**src/hw/rtl/ordered_timer_queue_defines.svh**
```systemverilog
// Assertion macros used by the timer queue controller.
// Depends on nothing; users must provide clk and rst_n in scope.
`ifndef ORDERED_TIMER_QUEUE_DEFINES_SVH
`define ORDERED_TIMER_QUEUE_DEFINES_SVH

// same-cycle implication
`define OTQ_ASSERT_NOW(lbl, ante, cons, msg) \
    lbl: assert property (@(posedge clk) disable iff (!rst_n) (ante) |-> (cons)) \
        else $error(msg);

// next-cycle implication
`define OTQ_ASSERT_NEXT(lbl, ante, cons, msg) \
    lbl: assert property (@(posedge clk) disable iff (!rst_n) (ante) |=> (cons)) \
        else $error(msg);

`endif

```
**src/hw/rtl/otq_pkg.sv**
```systemverilog
// Types and constants for the ordered timer queue.
// No dependencies; imported by otq_ctrl and the top level.
`default_nettype none

package otq_pkg;

    localparam int TIMER_SLOTS_DEF = 16;
    localparam int TIME_W          = 48;
    localparam int IVL_W           = 32;
    localparam int HANDLE_W        = 4;
    localparam int CFG_W           = 16;

    localparam logic [CFG_W-1:0] MIN_ARM_DELAY_RST = 16'd100;

    typedef enum logic {
        ACT_ADD  = 1'b0,
        ACT_TICK = 1'b1
    } action_t;

    typedef enum logic [1:0] {
        KIND_ADD_OK   = 2'd0,
        KIND_ADD_FULL = 2'd1,
        KIND_FIRED    = 2'd2,
        KIND_SUMMARY  = 2'd3
    } kind_t;

    typedef enum logic [2:0] {
        ST_IDLE,
        ST_ADD,
        ST_FIRE_SCAN,
        ST_FIRE_EMIT,
        ST_REARM,
        ST_SUMMARY
    } state_t;

    typedef struct packed {
        kind_t                kind;
        logic [HANDLE_W-1:0]  handle;
        logic [TIME_W-1:0]    fire_dl;
        logic                 changed;
        logic                 nvalid;
        logic [TIME_W-1:0]    next_dl;
        logic [TIME_W-1:0]    delay;
        logic                 last;
    } res_t;

endpackage

`default_nettype wire

```
**src/hw/rtl/otq_ram.sv**
```systemverilog
// Simple dual-port RAM, one write and one registered read port.
// Depends on nothing.
`default_nettype none

module otq_ram #(
    parameter int WIDTH = 48,
    parameter int DEPTH = 16,
    localparam int AW = (DEPTH > 1) ? $clog2(DEPTH) : 1
) (
    input  wire logic             clk,
    input  wire logic             we,
    input  wire logic [AW-1:0]    waddr,
    input  wire logic [WIDTH-1:0] wdata,
    input  wire logic [AW-1:0]    raddr,
    output logic      [WIDTH-1:0] rdata
);

    logic [WIDTH-1:0] mem_array [DEPTH];
    logic [WIDTH-1:0] rdata_reg;

    always_ff @(posedge clk)
    begin
        if (we)
        begin
            mem_array[waddr] <= wdata;
        end
    end

    always_ff @(posedge clk)
    begin
        rdata_reg <= mem_array[raddr];
    end

    assign rdata = rdata_reg;

endmodule

`default_nettype wire

```
**src/hw/rtl/otq_ctrl.sv**
```systemverilog
// Sequencer of the timer queue: slot bookkeeping, scan passes, result words.
// Depends on otq_pkg, ordered_timer_queue_defines.svh and the two slot RAMs at the top level.
`default_nettype none

`include "ordered_timer_queue_defines.svh"

module otq_ctrl import otq_pkg::*; #(
    parameter int TIMER_SLOTS = TIMER_SLOTS_DEF,
    localparam int IDX_W = (TIMER_SLOTS > 1) ? $clog2(TIMER_SLOTS) : 1,
    localparam int CNT_W = $clog2(TIMER_SLOTS + 1)
) (
    input  wire logic              clk,
    input  wire logic              rst_n,
    input  wire logic              in_go,
    input  wire logic              in_action,
    input  wire logic [TIME_W-1:0] in_time,
    input  wire logic [IVL_W-1:0]  in_ivl,
    output logic                   busy,
    input  wire logic [CFG_W-1:0]  min_arm_delay,
    output res_t                   res,
    output logic                   res_valid,
    input  wire logic              res_ready,
    output logic [IDX_W-1:0]       mem_raddr,
    output logic [IDX_W-1:0]       mem_waddr,
    output logic                   dl_we,
    output logic [TIME_W-1:0]      dl_wdata,
    input  wire logic [TIME_W-1:0] dl_rdata,
    output logic                   iv_we,
    output logic [IVL_W-1:0]       iv_wdata,
    input  wire logic [IVL_W-1:0]  iv_rdata
);

    state_t                  state_reg, state_next;
    logic [CNT_W-1:0]        cnt_reg, cnt_next;
    logic                    p_vld_reg, p_vld_next;
    logic [IDX_W-1:0]        p_idx_reg, p_idx_next;
    logic [TIME_W-1:0]       t_reg, t_next;
    logic [IVL_W-1:0]        ivl_reg, ivl_next;
    logic [TIMER_SLOTS-1:0]  used_reg, used_next;
    logic [TIMER_SLOTS-1:0]  fired_reg, fired_next;
    logic                    best_vld_reg, best_vld_next;
    logic [IDX_W-1:0]        best_idx_reg, best_idx_next;
    logic [TIME_W-1:0]       best_dl_reg, best_dl_next;
    logic                    min_vld_reg, min_vld_next;
    logic [TIME_W-1:0]       min_dl_reg, min_dl_next;

    logic                    full;
    logic [IDX_W-1:0]        free_idx;
    logic                    scan_done;
    logic                    p_used;
    logic                    p_fired;
    logic [TIME_W:0]         rearm_sum;
    logic [TIME_W-1:0]       rearm_dl;
    logic [TIME_W:0]         diff_full;
    logic [TIME_W-1:0]       diff;
    logic [TIME_W-1:0]       floor_dl;
    logic [TIME_W-1:0]       arm_dl;
    logic                    changed;
    logic [HANDLE_W+IDX_W-1:0] hext_free;
    logic [HANDLE_W+IDX_W-1:0] hext_best;

    // lowest free slot
    always_comb
    begin
        full     = &used_reg;
        free_idx = '0;
        for (int i = TIMER_SLOTS - 1; i >= 0; i--)
        begin
            if (!used_reg[i])
            begin
                free_idx = IDX_W'(i);
            end
        end
    end

    assign scan_done = (cnt_reg == CNT_W'(TIMER_SLOTS)) && !p_vld_reg;
    assign p_used    = used_reg[p_idx_reg];
    assign p_fired   = fired_reg[p_idx_reg];

    // re-arm at now + interval, saturating
    assign rearm_sum = {1'b0, t_reg} + (TIME_W + 1)'(iv_rdata);
    assign rearm_dl  = rearm_sum[TIME_W] ? '1 : rearm_sum[TIME_W-1:0];

    assign diff_full = {1'b0, min_dl_reg} - {1'b0, t_reg};
    assign diff      = diff_full[TIME_W] ? '0 : diff_full[TIME_W-1:0];
    assign floor_dl  = TIME_W'(min_arm_delay);
    assign arm_dl    = (diff < floor_dl) ? floor_dl : diff;

    assign changed   = !min_vld_reg || (t_reg < min_dl_reg);
    assign hext_free = {HANDLE_W'(0), free_idx};
    assign hext_best = {HANDLE_W'(0), best_idx_reg};

    assign busy      = (state_reg != ST_IDLE);
    assign mem_raddr = cnt_reg[IDX_W-1:0];
    assign iv_wdata  = ivl_reg;

    always_comb
    begin
        logic              cand;
        logic [TIME_W-1:0] cand_dl;

        cand          = 1'b0;
        cand_dl       = '0;
        state_next    = state_reg;
        cnt_next      = cnt_reg;
        p_vld_next    = 1'b0;
        p_idx_next    = cnt_reg[IDX_W-1:0];
        t_next        = t_reg;
        ivl_next      = ivl_reg;
        used_next     = used_reg;
        fired_next    = fired_reg;
        best_vld_next = best_vld_reg;
        best_idx_next = best_idx_reg;
        best_dl_next  = best_dl_reg;
        min_vld_next  = min_vld_reg;
        min_dl_next   = min_dl_reg;
        res           = '0;
        res_valid     = 1'b0;
        mem_waddr     = free_idx;
        dl_we         = 1'b0;
        dl_wdata      = t_reg;
        iv_we         = 1'b0;

        // read issue shared by both scan passes
        if ((state_reg == ST_FIRE_SCAN || state_reg == ST_REARM)
            && cnt_reg < CNT_W'(TIMER_SLOTS))
        begin
            p_vld_next = 1'b1;
            cnt_next   = cnt_reg + 1'b1;
        end

        unique case (state_reg)
            ST_IDLE:
            begin
                if (in_go)
                begin
                    t_next   = in_time;
                    ivl_next = in_ivl;
                    if (in_action == ACT_TICK)
                    begin
                        cnt_next      = '0;
                        best_vld_next = 1'b0;
                        state_next    = ST_FIRE_SCAN;
                    end
                    else
                    begin
                        state_next = ST_ADD;
                    end
                end
            end

            ST_ADD:
            begin
                res_valid = 1'b1;
                res.last  = 1'b1;
                if (full)
                begin
                    res.kind    = KIND_ADD_FULL;
                    res.nvalid  = min_vld_reg;
                    res.next_dl = min_vld_reg ? min_dl_reg : '0;
                end
                else
                begin
                    res.kind    = KIND_ADD_OK;
                    res.handle  = hext_free[HANDLE_W-1:0];
                    res.changed = changed;
                    res.nvalid  = 1'b1;
                    res.next_dl = changed ? t_reg : min_dl_reg;
                end
                if (res_ready)
                begin
                    if (!full)
                    begin
                        dl_we               = 1'b1;
                        iv_we               = 1'b1;
                        used_next[free_idx] = 1'b1;
                        min_vld_next        = 1'b1;
                        min_dl_next         = changed ? t_reg : min_dl_reg;
                    end
                    state_next = ST_IDLE;
                end
            end

            ST_FIRE_SCAN:
            begin
                // earliest unfired expired slot; strict compare keeps lower handle on ties
                if (p_vld_reg && p_used && !p_fired && dl_rdata <= t_reg
                    && (!best_vld_reg || dl_rdata < best_dl_reg))
                begin
                    best_vld_next = 1'b1;
                    best_idx_next = p_idx_reg;
                    best_dl_next  = dl_rdata;
                end
                if (scan_done)
                begin
                    cnt_next = '0;
                    if (best_vld_reg)
                    begin
                        state_next = ST_FIRE_EMIT;
                    end
                    else
                    begin
                        min_vld_next = 1'b0;
                        state_next   = ST_REARM;
                    end
                end
            end

            ST_FIRE_EMIT:
            begin
                res_valid   = 1'b1;
                res.kind    = KIND_FIRED;
                res.handle  = hext_best[HANDLE_W-1:0];
                res.fire_dl = best_dl_reg;
                if (res_ready)
                begin
                    fired_next[best_idx_reg] = 1'b1;
                    best_vld_next            = 1'b0;
                    cnt_next                 = '0;
                    state_next               = ST_FIRE_SCAN;
                end
            end

            ST_REARM:
            begin
                // write lags read by one slot, so no same-entry overlap
                if (p_vld_reg)
                begin
                    if (p_fired)
                    begin
                        if (iv_rdata != '0)
                        begin
                            dl_we     = 1'b1;
                            mem_waddr = p_idx_reg;
                            dl_wdata  = rearm_dl;
                            cand      = 1'b1;
                            cand_dl   = rearm_dl;
                        end
                        else
                        begin
                            used_next[p_idx_reg] = 1'b0;
                        end
                    end
                    else if (p_used)
                    begin
                        cand    = 1'b1;
                        cand_dl = dl_rdata;
                    end
                end
                if (cand && (!min_vld_reg || cand_dl < min_dl_reg))
                begin
                    min_vld_next = 1'b1;
                    min_dl_next  = cand_dl;
                end
                if (scan_done)
                begin
                    state_next = ST_SUMMARY;
                end
            end

            ST_SUMMARY:
            begin
                res_valid   = 1'b1;
                res.kind    = KIND_SUMMARY;
                res.nvalid  = min_vld_reg;
                res.next_dl = min_vld_reg ? min_dl_reg : '0;
                res.delay   = min_vld_reg ? arm_dl : '0;
                res.last    = 1'b1;
                if (res_ready)
                begin
                    fired_next = '0;
                    state_next = ST_IDLE;
                end
            end

            default:
            begin
                state_next = ST_IDLE;
            end
        endcase
    end

    always_ff @(posedge clk or negedge rst_n)
    begin
        if (!rst_n)
        begin
            state_reg    <= ST_IDLE;
            cnt_reg      <= '0;
            p_vld_reg    <= 1'b0;
            used_reg     <= '0;
            fired_reg    <= '0;
            best_vld_reg <= 1'b0;
            min_vld_reg  <= 1'b0;
        end
        else
        begin
            state_reg    <= state_next;
            cnt_reg      <= cnt_next;
            p_vld_reg    <= p_vld_next;
            used_reg     <= used_next;
            fired_reg    <= fired_next;
            best_vld_reg <= best_vld_next;
            min_vld_reg  <= min_vld_next;
        end
    end

    always_ff @(posedge clk)
    begin
        p_idx_reg    <= p_idx_next;
        t_reg        <= t_next;
        ivl_reg      <= ivl_next;
        best_idx_reg <= best_idx_next;
        best_dl_reg  <= best_dl_next;
        min_dl_reg   <= min_dl_next;
    end

    `OTQ_ASSERT_NOW(a_emit_has_pick, state_reg == ST_FIRE_EMIT, best_vld_reg, "fire without a pick")
    `OTQ_ASSERT_NOW(a_no_refire, state_reg == ST_FIRE_EMIT, !fired_reg[best_idx_reg], "slot fired twice")
    `OTQ_ASSERT_NOW(a_idle_clean, state_reg == ST_IDLE, (fired_reg == '0) && (min_vld_reg == (|used_reg)), "stale tick state in idle")
    `OTQ_ASSERT_NOW(a_rearm_no_overlap, (state_reg == ST_REARM) && dl_we, mem_raddr != mem_waddr, "read/write overlap in re-arm")
    `OTQ_ASSERT_NEXT(a_emit_rescan, (state_reg == ST_FIRE_EMIT) && res_ready, (state_reg == ST_FIRE_SCAN) && (cnt_reg == '0), "no rescan after fire")

endmodule

`default_nettype wire

```
**src/hw/rtl/ordered_timer_queue.sv**
```systemverilog
// Ordered timer queue top level: config register, output register, slot RAMs.
// Depends on otq_pkg, otq_ram and otq_ctrl.
//
// Input channel (in_valid/in_stall): action 0 adds a timer with deadline
// event_time and period repeat_interval; action 1 is a tick at time event_time.
// Output channel (out_valid/out_stall): one word per add (handle, earliest
// changed, next deadline), and for a tick one word per expired timer in
// deadline order followed by a summary word with next deadline and arm delay.
// last marks the final word of an item. cfg_valid/cfg_ready writes
// min_arm_delay; cfg_ready is always high.
// Sequence: an add moves from idle to the add state, which emits its word. A
// tick runs one read pass over all slots per fired timer plus one more, then a
// re-arm pass over all slots. The single read port of the slot RAMs makes each
// pass read the slots one at a time. One item is in work at a time; in_stall
// is high while it runs. Results sit in an output register, so the next item
// is accepted while the last word waits on out_stall; a stalled receiver
// holds the block. Reset frees every slot and sets min_arm_delay to 100; no
// clearing pass.
`default_nettype none

module ordered_timer_queue import otq_pkg::*; #(
    parameter int TIMER_SLOTS = TIMER_SLOTS_DEF
) (
    input  wire logic              clk,
    input  wire logic              rst_n,
    input  wire logic              in_valid,
    output logic                   in_stall,
    input  wire logic              action,
    input  wire logic [TIME_W-1:0] event_time,
    input  wire logic [IVL_W-1:0]  repeat_interval,
    output logic                   out_valid,
    input  wire logic              out_stall,
    output logic [1:0]             kind,
    output logic [HANDLE_W-1:0]    timer_handle,
    output logic [TIME_W-1:0]      fire_deadline,
    output logic                   earliest_changed,
    output logic                   next_valid,
    output logic [TIME_W-1:0]      next_deadline,
    output logic [TIME_W-1:0]      arm_delay,
    output logic                   last,
    input  wire logic              cfg_valid,
    output logic                   cfg_ready,
    input  wire logic [CFG_W-1:0]  cfg_data
);

    localparam int IDX_W = (TIMER_SLOTS > 1) ? $clog2(TIMER_SLOTS) : 1;

    logic [CFG_W-1:0]  min_arm_delay_reg, min_arm_delay_next;
    logic              out_valid_reg, out_valid_next;
    res_t              out_res_reg;
    res_t              res;
    logic              res_valid;
    logic              res_ready;
    logic              busy;
    logic              in_go;
    logic [IDX_W-1:0]  mem_raddr;
    logic [IDX_W-1:0]  mem_waddr;
    logic              dl_we;
    logic [TIME_W-1:0] dl_wdata;
    logic [TIME_W-1:0] dl_rdata;
    logic              iv_we;
    logic [IVL_W-1:0]  iv_wdata;
    logic [IVL_W-1:0]  iv_rdata;

    assign in_stall  = busy;
    assign in_go     = in_valid && !busy;
    assign cfg_ready = 1'b1;
    assign res_ready = !out_valid_reg || !out_stall;

    always_comb
    begin
        min_arm_delay_next = min_arm_delay_reg;
        if (cfg_valid && cfg_ready)
        begin
            min_arm_delay_next = cfg_data;
        end
        out_valid_next = out_valid_reg && out_stall;
        if (res_valid && res_ready)
        begin
            out_valid_next = 1'b1;
        end
    end

    always_ff @(posedge clk or negedge rst_n)
    begin
        if (!rst_n)
        begin
            min_arm_delay_reg <= MIN_ARM_DELAY_RST;
            out_valid_reg     <= 1'b0;
        end
        else
        begin
            min_arm_delay_reg <= min_arm_delay_next;
            out_valid_reg     <= out_valid_next;
        end
    end

    always_ff @(posedge clk)
    begin
        if (res_valid && res_ready)
        begin
            out_res_reg <= res;
        end
    end

    assign out_valid        = out_valid_reg;
    assign kind             = out_res_reg.kind;
    assign timer_handle     = out_res_reg.handle;
    assign fire_deadline    = out_res_reg.fire_dl;
    assign earliest_changed = out_res_reg.changed;
    assign next_valid       = out_res_reg.nvalid;
    assign next_deadline    = out_res_reg.next_dl;
    assign arm_delay        = out_res_reg.delay;
    assign last             = out_res_reg.last;

    otq_ram #(
        .WIDTH (TIME_W),
        .DEPTH (TIMER_SLOTS)
    ) u_dl_ram (
        .clk   (clk),
        .we    (dl_we),
        .waddr (mem_waddr),
        .wdata (dl_wdata),
        .raddr (mem_raddr),
        .rdata (dl_rdata)
    );

    otq_ram #(
        .WIDTH (IVL_W),
        .DEPTH (TIMER_SLOTS)
    ) u_iv_ram (
        .clk   (clk),
        .we    (iv_we),
        .waddr (mem_waddr),
        .wdata (iv_wdata),
        .raddr (mem_raddr),
        .rdata (iv_rdata)
    );

    otq_ctrl #(
        .TIMER_SLOTS (TIMER_SLOTS)
    ) u_ctrl (
        .clk           (clk),
        .rst_n         (rst_n),
        .in_go         (in_go),
        .in_action     (action),
        .in_time       (event_time),
        .in_ivl        (repeat_interval),
        .busy          (busy),
        .min_arm_delay (min_arm_delay_reg),
        .res           (res),
        .res_valid     (res_valid),
        .res_ready     (res_ready),
        .mem_raddr     (mem_raddr),
        .mem_waddr     (mem_waddr),
        .dl_we         (dl_we),
        .dl_wdata      (dl_wdata),
        .dl_rdata      (dl_rdata),
        .iv_we         (iv_we),
        .iv_wdata      (iv_wdata),
        .iv_rdata      (iv_rdata)
    );

endmodule

`default_nettype wire
```
**config.mk**
```make
export PLATFORM = sky130hd
export DESIGN_NAME = ordered_timer_queue
export DESIGN_NICKNAME = d
export VERILOG_FILES = /design/src/hw/rtl/otq_pkg.sv /design/src/hw/rtl/otq_ram.sv /design/src/hw/rtl/otq_ctrl.sv /design/src/hw/rtl/ordered_timer_queue.sv
export VERILOG_INCLUDE_DIRS = /design/src /design/src/hw/rtl
export SDC_FILE = /design/constraint.sdc
export NUM_CORES = 2
export LEC_CHECK = 0
export BUFFER_PORTS_ARGS = -buffer_cell sky130_fd_sc_hd__buf_2
export CAP_MARGIN = 20
export CORE_AREA = 3 3 352 528
export DETAILED_ROUTE_END_ITERATION = 6
export DIE_AREA = 0 0 355 531
export PLACE_DENSITY = 0.54
export SLEW_MARGIN = 0
export SYNTH_ARGS = -nofsm -noshare
export SYNTH_HDL_FRONTEND = slang
export SYNTH_SLANG_ARGS = --single-unit
```
**constraint.sdc**
```tcl
create_clock -name clk -period 11.78 [get_ports clk]
set_input_delay 2.356 -clock clk [delete_from_list [all_inputs] [get_ports clk]]
set_output_delay 2.356 -clock clk [all_outputs]
set_load 0.005 [all_outputs]
```
==> metrics.txt <==
post-layout util 0.4743; post-cts gate resize count 0; Post-Layout Cell Count 7525; DR pass1 iterations 5; fmax 138.5 MHz; Cells after Synth around 4600; fraction of registers with async set/reset 0.03415; crit path DAT between 7 and 8 ns; Lkg Pwr 0.02974 uW; filler cell count 15670; Final min period 7.220 ns; largest net degree at the start of global routing 119; post-DP HPWL 142700 um; Comb power frac 0.272; total I/O pin count about 260; Netlist cell types 90; syn avg cell area 16.47 sq um; Worst Setup End Kind flop; vias approximately 43000; Syn Nets 4966; share of cells above drive strength 1 0.2263; Die X between 300 and 400 um; final setup TNS 0 ns; # port buffers roughly 260; Ys Warns 0; TritonCTS clock tree yes; sw power 5982 uW; RSZ-0062 raised after global routing no; total grt overflow 0; sequential share of power 0.439; clk buf depth 4; Multi-input gate area 0.02318 sq mm; largest cells by area after synthesis edfxtp_1, mux4_2, ha_1, dfxtp_1, dfrtp_1; Largest regs u_dl_ram.mem_array (768), u_iv_ram.mem_array (512); Reg clk slew, reported paths ~0.06 ns; first-pass GRT wire length about 310000 um; # rows 192; core area 0.1821 sq mm; Hold Crit Class reg2reg; initial antenna violation count 10; Final Hold Fails 0; vias per cell ~5.7; Top reg by flops u_dl_ram.mem_array; final WL 219600 um; Clock Sink Count about 1800; critical path class reg2reg; max-cap check violation count 0; drt first-iter violations around 3600; DP Cell Count 7197; Post-synth EDFFs 1613; GRT Total Usage 0.2313; initial core utilization 0.4181; most frequent cells in the layout edfxtp_1, mux4_2, buf_2, ha_1, a21oi_1; status complete, no violations; setup violators final 0; die height 531 um; Inserted Clock Buffers 177; worst skew pair latency 0.83 ns; Int Pwr around 13000 uW; Syn-to-layout area delta 13.45%; clock power share 0.289; Worst Tran Pin Value 1.382 ns; Synth top area share 0.6363; fin crit share 0.6129; CP Data Required Time ~12 ns; number of setup buffers added after CTS 0; max reg flops 768; Nets 5305; Final Max Tran Viols 0; Max IR drop VDD 135.0 uV; switch share 0.3192; Cell Area, Synth 0.07613 sq mm; FF+latch area 0.05164 sq mm; CTS H-Tree Depth 4; worst reg-to-reg setup slack between 4 and 5 ns; Die ar. 0.1885 sq mm; area leader, netlist edfxtp_1; CTS Root Cell clkbuf_16; hold_buf cts 0; number of global-route vias before repair 44140; most common flop cell mapped by yosys edfxtp_1; power density over cell area 217.0 mW/mm^2; post-route DRC violation count 0; most common cell after layout, fill and taps aside edfxtp_1; clk_skew roughly 0.068 ns; drt wl/cell 29.18 um; Startpoint Class flop; GP Congestion approximately 0.94; post-synthesis register bit count 1757; worst-path fanout max 48; Seq/Total Area, Yosys 0.6781; Max-slew headroom 0.07873; Routed Antenna Nets 0
==> kinds of logic (layout without fill, tap and decap cells) <==
family	count (synthesis)	in the layout	share of synthesized area
compound gates	878	878	0.07419
xor+xnor	84	84	0.009763
fa+ha+maj	241	241	0.03981
buf+inv	422	895	0.02184
flops	1757	1757	0.6781
mux	437	437	0.1252
other cells	1	5	0.00004926
simple gates	803	803	0.05103
==> routing by layer <==
metal  share of wire  track usage  wire [um]  up-vias
li1                -            -          -    18970
met1            0.39       0.2835      85710    22340
met2            0.52       0.4133     113900     1264
met3           0.045      0.02792       9772      364
met4           0.046      0.09745      10140        2
met5        0.000059            0         13        -
==> cells in the mapped netlist (all sizes together), types with 52 or more instances <==
master and n:
edfxtp 1613, mux4 410, a21oi 245, ha 239, o21ai 239, nor2 236, nand2 221, inv 207
clkbuf 146, a21o 106, dfxtp 84, buf 69, and2 68, dfrtp 57, nand4 56, xnor2 56
a22o 52
==> critical path, cell delays in order (launching register included) <==
cell and delay [ns]:
edfxtp_1 0.50, ha_1 0.27, fa_1 0.41, a21oi_1 0.19
o21ai_0 0.12, a21oi_1 0.23, o21ai_0 0.13, buf_4 0.17
a31o_2 0.31, nand4_1 0.18, nand2_1 0.32, nand2b_1 0.62
nand2_1 0.45, o21a_1 0.33, ha_1 0.29, and3_1 0.19
a221o_1 0.31, a21o_1 0.18, a21oi_1 0.14, nor2b_1 0.05
o21ai_0 0.14, nand2_1 0.07, a221oi_1 0.32, nor2_1 0.07
nor2_1 0.09, o31a_2 0.14, buf_4 0.56
==> path summary, 6_finish.rpt <==
check,startpoint,end,depth (start not counted)
worst max-delay path,u_ctrl.t_reg[0],u_ctrl.min_dl_reg[44],26
worst min-delay path,u_ctrl.fired_reg[6],u_ctrl.fired_reg[6],2
worst min register to register,u_ctrl.fired_reg[6],u_ctrl.fired_reg[6],2
max in group asynchronous,rst_n,u_ctrl.cnt_reg[3],2
min in group asynchronous,rst_n,u_ctrl.fired_reg[8],2
worst max register to register,u_ctrl.t_reg[0],u_ctrl.min_dl_reg[44],26
==> cell type report <==
class | count | share of cell area
flip-flops and latches | 1757 | 0.5979
multi-input cells | 2444 | 0.2684
clock buffers | 240 | 0.05664
well taps | 2425 | 0.03513
repair buffers | 375 | 0.02574
inverters | 207 | 0.008996
clock inverters | 73 | 0.007055
diodes | 4 | 0.0001159
==> power groups by stage <==
stage | clock network (uW) | registers [uW] | logic, uW
2_1_floorplan | 0 | 8040 | 3490
3_3_place_gp | 0 | 8360 | 5110
3_5_place_dp | 0 | 8370 | 5120
4_1_cts | 5560 | 8240 | 5140
5_1_grt | 5790 | 8280 | 5570
6_report | 5420 | 8230 | 5090
==> stage by stage <==
| stage | setup slack, ns | power (uW) | hold WS [ns] | area, sq um |
|---|---|---|---|---|
| floorplan | 1.334 | 11530 | 0.3662 | 76130 |
| global placement | 4.541 | 13470 | 0.4709 | 80740 |
| detailed placement | 4.584 | 13490 | 0.4805 | 80770 |
| CTS | 4.537 | 18940 | 0.4966 | 86270 |
| global route | 4.128 | 19640 | 0.5267 | 86360 |
| finish | 4.560 | 18740 | 0.4934 | 86370 |
No activity file was read; power rests on OpenSTA's default activity.
